**config.mk**
```make
export PLATFORM = sky130hd
export DESIGN_NAME = rhht_mix
export DESIGN_NICKNAME = d
export VERILOG_FILES = /design/src/rtl/robin_hood_hash_table_core_macros.svh /design/src/rtl/rhht_pkg.sv /design/src/rtl/rhht_mix.sv
export SDC_FILE = /design/constraint.sdc
export NUM_CORES = 2
export LEC_CHECK = 0
export ABC_CLOCK_PERIOD_IN_PS = 13400
export BUFFER_PORTS_ARGS = -buffer_cell sky130_fd_sc_hd__buf_2
export CORE_MARGIN = 2
export CORE_UTILIZATION = 40
export DETAILED_ROUTE_END_ITERATION = 6
export MAX_ROUTING_LAYER = met4
export PLACE_DENSITY = 0.55
export REMOVE_ABC_BUFFERS = 1
export SLEW_MARGIN = 20
export SYNTH_ARGS = -nofsm -noshare
export SYNTH_HDL_FRONTEND = slang
export SYNTH_SLANG_ARGS = --single-unit
```
**constraint.sdc**
```tcl
create_clock -name clock -period 13.4 [get_ports clock]
set_input_delay 2.68 -clock clock [delete_from_list [all_inputs] [get_ports clock]]
set_output_delay 2.68 -clock clock [all_outputs]
set_load 0.05 [all_outputs]
```
**src/rtl/robin_hood_hash_table_core_macros.svh**
```systemverilog
// ----------------------------------------------------------------------------
// robin_hood_hash_table_core_macros
// Assertion helpers shared by the RTL files.
// ----------------------------------------------------------------------------
`ifndef ROBIN_HOOD_HASH_TABLE_CORE_MACROS_SVH
`define ROBIN_HOOD_HASH_TABLE_CORE_MACROS_SVH

// Check a property on every clock edge outside reset.
`define RHHT_ASSERT(lbl, prop, msg) \
   lbl: assert property (@(posedge clock) disable iff (reset) (prop)) else $error(msg);

// Check a property on every clock edge, reset included.
`define RHHT_ASSERT_ALWAYS(lbl, prop, msg) \
   lbl: assert property (@(posedge clock) (prop)) else $error(msg);

`endif

```
**src/rtl/rhht_pkg.sv**
```systemverilog
// ----------------------------------------------------------------------------
// rhht_pkg
// Beat types, operation codes and mixer constants for the hash table core.
// ----------------------------------------------------------------------------
package rhht_pkg;

   typedef struct packed {
      logic [1:0]         operation;
      logic signed [63:0] key;
      logic [63:0]        value;
   } req_type;

   typedef struct packed {
      logic        found;
      logic [63:0] read_value;
      logic        status;
      logic [10:0] entry_count;
   } rsp_type;

   localparam logic [1:0] OP_LOOKUP = 2'd0;
   localparam logic [1:0] OP_SET    = 2'd1;
   localparam logic [1:0] OP_REMOVE = 2'd2;
   localparam logic [1:0] OP_NONE   = 2'd3;

   localparam logic [10:0] FILL_LIMIT_RESET = 11'd768;

   localparam logic [63:0] MIX_MUL_A = 64'hbf58476d1ce4e5b9;
   localparam logic [63:0] MIX_MUL_B = 64'h94d049bb133111eb;
   localparam int MIX_SHIFT_A = 30;
   localparam int MIX_SHIFT_B = 27;
   localparam int MIX_SHIFT_C = 31;

endpackage

```
**src/rtl/rhht_mix.sv**
```systemverilog
// ----------------------------------------------------------------------------
// rhht_mix
// Multi-cycle 64-bit finalizer: two 64x64 low-half products built from a
// shared 32x32 multiplier, three partial products each.
// ----------------------------------------------------------------------------
module rhht_mix (
   input  logic        clock,
   input  logic        reset,
   input  logic        start,
   input  logic [63:0] key,
   output logic        done,
   output logic [63:0] mixed
);
   import rhht_pkg::*;

   logic [63:0] a_ff, a_in;
   logic [63:0] acc_ff, acc_in;
   logic [63:0] res_ff, res_in;
   logic [2:0]  step_ff, step_in;
   logic        busy_ff, busy_in;
   logic        done_ff, done_in;

   logic [63:0] mul_c;
   logic [1:0]  sub;
   logic [31:0] mul_x, mul_y;
   logic [63:0] prod, addend;

   always_comb begin
      mul_c  = step_ff[2] ? MIX_MUL_B : MIX_MUL_A;
      sub    = step_ff[1:0];
      mul_x  = (sub == 2'd1) ? a_ff[63:32] : a_ff[31:0];
      mul_y  = (sub == 2'd2) ? mul_c[63:32] : mul_c[31:0];
      prod   = 64'(mul_x) * 64'(mul_y);
      addend = (sub == 2'd0) ? prod : {prod[31:0], 32'd0};
   end

   always_comb begin
      a_in    = a_ff;
      acc_in  = acc_ff;
      res_in  = res_ff;
      step_in = step_ff;
      busy_in = busy_ff;
      done_in = 1'b0;
      if (start) begin
         a_in    = key ^ (key >> MIX_SHIFT_A);
         step_in = 3'd0;
         busy_in = 1'b1;
      end else if (busy_ff) begin
         step_in = step_ff + 3'd1;
         case (sub)
            2'd0: acc_in = addend;
            2'd1, 2'd2: acc_in = acc_ff + addend;
            default: begin
               if (step_ff[2]) begin
                  res_in  = acc_ff ^ (acc_ff >> MIX_SHIFT_C);
                  busy_in = 1'b0;
                  done_in = 1'b1;
               end else begin
                  a_in = acc_ff ^ (acc_ff >> MIX_SHIFT_B);
               end
            end
         endcase
      end
   end

   always_ff @(posedge clock) begin
      a_ff    <= a_in;
      acc_ff  <= acc_in;
      res_ff  <= res_in;
      step_ff <= step_in;
      if (reset) begin
         busy_ff <= 1'b0;
         done_ff <= 1'b0;
      end else begin
         busy_ff <= busy_in;
         done_ff <= done_in;
      end
   end

   assign done  = done_ff;
   assign mixed = res_ff;

endmodule

```
Word-level counts from Yosys, hierarchy flattened
Cells that the tools add are included.
{"block": "word_totals", "word_cells": 42, "register_bits": 197}
{"block": "classes", "mul": 1, "n_addsub": 2, "n_mux": 14, "n_reduce_logical": 9, "bitwise_logic": 6, "eq_ne": 4}
{"operator": "64-bit two-way mux", "n": 5}
{"operator": "64-bit case mux with 2 select lines", "n": 1}
{"operator": "64-bit adder", "n": 1}
{"operator": "32-bit by 32-bit multiplier with 64-bit output", "n": 1}
{"operator": "32-bit two-way mux", "n": 2}
{"operator": "64-bit by 33-bit XOR with 64-bit output", "n": 1}
{"operator": "64-bit by 34-bit XOR with 64-bit output", "n": 1}
{"operator": "64-bit by 37-bit XOR with 64-bit output", "n": 1}
{"operator": "62-bit two-way mux", "n": 1}
{"operator": "3-bit AND reduction", "n": 2}
{"operator": "6-bit OR reduction", "n": 1}
{"operator": "1-bit two-way mux", "n": 5}
{"operator": "4-bit AND reduction", "n": 1}
{"operator": "2-bit nonzero test", "n": 2}
{"operator": "3-bit by 1-bit adder with 3-bit output, second input constant", "n": 1}
{"operator": "1-bit inverter", "n": 3}
{"operator": "3-bit OR reduction", "n": 1}
{"operator": "2-bit by 1-bit == test with 1-bit output, second input constant", "n": 1}
{"operator": "2-bit == test, second input constant", "n": 1}
{"operator": "2-bit zero test", "n": 1}
{"operator": "2-bit by 1-bit inequality test with 1-bit output, second input constant", "n": 1}
{"operator": "2-bit inequality test, second input constant", "n": 1}
{"operator": "2-bit OR reduction", "n": 1}

Longest topological paths before layout
{"block": "depth", "depth_word": 6, "ltp_mapped": 47}

Worst setup path before layout
No wires, ideal clock.
{"block": "synth_timing", "path_kind": "reg2reg", "start": "register step_ff[1]", "end": "register acc_ff[63] (data pin)", "slack_ns": 2.384, "t_required_ns": 13.132, "path_stages_with_launch": 40, "arrival_ns": 10.748, "period_less_slack_ns": 11.016, "cell_sequence": "dfxtp_1 > inv_1 > ha_1 > clkbuf_1 > buf_1 > clkbuf_1 > mux2i_1 > inv_1 > nand2_1 > inv_1 > fa_1 > fa_1 > fa_1 > inv_1 > fa_1 > inv_1 > fa_1 > fa_1 > [... 4 more ...] > nand4_1 > or3_1 > a311oi_2 > nor3_2 > o22ai_2 > a21boi_2 > o2111a_1 > or3_4 > ha_1 > and3_1 > and2_1 > nand3_1 > a32o_1 > o2111a_1 > o21ai_0 > a21oi_1 > o311a_1 > xor2_1"}
{"block": "synth_via", "elab_chain_len": 6, "elab_cells_between_ends": 10}
{"element": "start: declaration", "line": "rhht_mix.sv:19", "source": "logic [2:0] step_ff, step_in;"}
{"element": "start signal: assignment", "line": "rhht_mix.sv:70", "source": "step_ff <= step_in;"}
{"element": "2-bit by 1-bit == test with 1-bit output / 2-bit == test (equally long branches)", "line": "rhht_mix.sv:31, rhht_mix.sv:50, rhht_mix.sv:32"}
{"element": "32-bit two-way mux, on equally long branches", "line": "rhht_mix.sv:31, rhht_mix.sv:32"}
{"element": "32-bit by 32-bit multiplier with 64-bit output", "line": "rhht_mix.sv:33", "source": "prod = 64'(mul_x) * 64'(mul_y);"}
{"element": "64-bit two-way mux", "line": "rhht_mix.sv:34", "source": "addend = (sub == 2'd0) ? prod : {prod[31:0], 32'd0};"}
{"element": "64-bit adder", "line": "rhht_mix.sv:52", "source": "2'd1, 2'd2: acc_in = acc_ff + addend;"}
{"element": "64-bit case mux with 2 select lines *", "line": "rhht_mix.sv:50", "source": "case (sub)"}
{"element": "end signal: assignment", "line": "rhht_mix.sv:68", "source": "acc_ff <= acc_in;"}
{"element": "end: declaration", "line": "rhht_mix.sv:17", "source": "logic [63:0] acc_ff, acc_in;"}
Mark *: on every way between the ends. The rest lies on a longest branch, timed or not.
A chain may end at the register's enable or synchronous reset.

Final worst setup path
{"block": "layout_timing", "start": "register step_ff[1]", "end": "register acc_ff[61] (data pin)"}
Same word-level chain as after synthesis.

==> run metrics <==
post-route ant nets=0; die area=between 100000 and 150000 um2; gpl congestion=around 1; global-route wire length before repair=roughly 240 mm; worst hold start=step_ff[0]$_SDFFE_PP0P_; startpoint types=flip-flop; flop-to-flop setup slack=0.76 ns; DIE WIDTH=330.3 um; final hold viol count=0; Placement Setup Slack=0.6336 ns; final wirelength=approximately 160 mm; Congestion Overflow GR=0; Period Utilization, post-route=0.9434; Hold Crit Depth=2; worst r2r path cells=40; Async SR Flop Fraction=0; Avg Inst Size Synth=~9.6 um2; Netlist cell types=90; routed vias=roughly 32000; io pins=132; PortBufs=131; worst hold path type=flip-flop to flip-flop; Critical R2R Launch=step_ff[1]$_SDFFE_PP0P_; Worst EP arrival=12.86 ns; Ys Warns=0; Max-Cap Viols=0; H-Tree Depth=4; CP delay by family, top=adder cells; Total Nets Final=5820; crit-path max FO=14; Endpoint, Worst Hold=step_ff[0]$_SDFFE_PP0P_; Top FF cell, synth=edfxtp_1; slowest CP cell=xor2_1; initial antenna violation count=6; final setup margin=0.7586 ns; clock root cell=clkbuf_16; First-pass DRT Iterations=7; Die H=330.3 um; largest net degree at the start of global routing=76; drt wl/cell=27.34 um; cts hold-fix bufs=0; residual DRC count=3; CP required=13.61 ns; CTS sink cnt=197; status=finished, violations left; Initial Util=0.4040; clock-pin slew on the worst setup and hold paths=0.08 ns; Crit Path Class=flip-flop to flip-flop; Finished Core Util=0.4336; total of flip-flops plus latches after synthesis=just under 200; number of global-route vias before repair=33560; Crit. End Element=flip-flop; max-slew headroom at the worst pin=0.3078; fmax=just under 80 MHz; failing checks=design-rule violations; Core ar.=105400 um2; TritonCTS clock tree=built; Worst Tran Pin Value=~1.0 ns; DR vias/cell=roughly 5.4; clock skew=~0.018 ns; CTS Buf Count=17; reg-to-reg endpoint=acc_ff[61]$_DFFE_PP_; number of flops mapped to enable cells by yosys=about 190; fin crit period=12.64 ns; register area share after synthesis=0.1377; detailed placement HPWL=142.4 mm; GRT Total Usage=0.3122; share of cells above drive strength 1=0.08247; CP Buf/Inv Count=9; worst skew pair latency=~0.5 ns; cell count after synthesis=4436; 1st-iter DRT viols=2801; row count=119; Final Setup Violations=0; max-slew violations=0; clk buf depth=2; Mapped Area=42590 um2; Area Overhead vs Synth=7.330%; critical path's largest stage delay=between 0.6 and 0.7 ns
[cells in the mapped netlist (all sizes together), types with 10 or more instances]
cell type  count  area (um2)
a21oi        191       959.7
nand4         40       250.2
mux2i         17       170.2
o21ai        161       805.8
edfxtp       192        5766
nand2        346        1304
xnor2        107       937.2
clkbuf       105       394.1
nand2b        17       113.9
or2           10       62.56
nor2         318        1194
fa           798       15980
inv         1042        3911
nor3          37       190.2
o21bai        36       270.3
buf           33       151.4
nand3         29       145.1
mux2         105        1182
o22ai         14       93.84
a211oi        15       117.6
ha           433        5418
or3           13       86.33
o21a          12       90.09
xor2         110       963.4
a31oi         21       137.6
and2          30       187.7
a21o          61       457.9
and3          12       75.07
o211ai        20       155.1
[final cells by class]
class,instances,area (um2)
Inverter,1049,3938
Fill cell,10470,59700
Antenna cell,2,5.005
Clock inverter,13,170.2
Timing Repair Buffer,205,1264
Sequential cell,197,5867
Multi-Input combinational cell,3052,32300
Clock buffer,19,432.9
Tap cell,1391,1740
[cells in the final DEF (no fill, tap or decap), types with 35 or more instances in the layout]
cell,count
inv_1,1041
fa_1,798
ha_1,430
nand2_1,344
nor2_1,318
edfxtp_1,192
a21oi_1,190
buf_2,130
o21ai_0,127
xor2_1,110
xnor2_1,107
mux2_2,102
buf_4,71
a21o_1,61
nand4_1,40
o21bai_1,36
nor3_1,35
[metrics by stage]
| stage | hold slack (ns) | cell area, um2 | std cells | setup TNS [ns] |
|---|---|---|---|---|
| after floorplan | 0.5317 | 42050 | 4298 | 0 |
| after global placement | 0.5663 | 45080 | 5893 | 0 |
| after detailed placement | 0.5691 | 45080 | 5893 | 0 |
| after CTS | 0.5897 | 45680 | 5925 | 0 |
| after global routing | 0.6375 | 45710 | 5928 | -0.001982 |
| final | 0.5957 | 45710 | 5928 | 0 |
[cell families after synthesis]
| family | synth area share |
|---|---|
| multiplexers | 0.03176 |
| AO/OA/AOI/OAI | 0.08940 |
| adder cells (fa/ha/maj) | 0.5023 |
| buffers and inverters | 0.1053 |
| flip-flops | 0.1377 |
| AND/OR/NAND/NOR | 0.08895 |
| XOR/XNOR | 0.04462 |
[flip-flops by register name, summed over array words and instances, names as in the netlist]
name,count
mixed,64
done,1
busy_ff,1
a_ff,64
step_ff,3
acc_ff,64
[worst reg2reg max path, delay by kind of cell (launching register included)]
kind / cells / cell delay [ns]
xor gates and xnor gates: 2 / 0.82
adders and majority gates: 11 / 5.14
AOI/OAI and AO/OA: 7 / 1.95
DFF: 1 / 0.38
muxes: 1 / 0.36
buffers and inverters: 9 / 1.09
and+or+nand+nor: 10 / 2.62
[metal layers]
layer,routed length [um],vias to the layer above,part of all wire,track usage
met2,73360,1234,0.45,0.4719
met1,71900,16410,0.44,0.4317
met5,0,-,0,-
met4,7259,0,0.045,0.1157
li1,-,14150,-,-
met3,9566,255,0.059,0.03785
[what timing repair did]
item,4_1_cts,5_1_grt
endpoints found under the setup margin,0,4
gates resized for setup,0,1
buffers inserted,0,0
[worst max-delay path by stage]
stage,from,end,slack (ns),cells after the start
after detailed placement,step_ff[1]$_SDFFE_PP0P_,acc_ff[57]$_DFFE_PP_,0.63,39
after global placement,step_ff[1]$_SDFFE_PP0P_,acc_ff[48]$_DFFE_PP_,0.59,35
after CTS,step_ff[1]$_SDFFE_PP0P_,acc_ff[57]$_DFFE_PP_,0.61,39
after floorplan,step_ff[0]$_SDFFE_PP0P_,acc_ff[63]$_DFFE_PP_,0.95,38
final,step_ff[1]$_SDFFE_PP0P_,acc_ff[61]$_DFFE_PP_,0.76,40
after global routing,step_ff[1]$_SDFFE_PP0P_,acc_ff[57]$_DFFE_PP_,-0.002,43
Power is left out: the tool's default activity adds up to more than one toggle a clock period on the data nets, which glitch-free logic cannot reach.
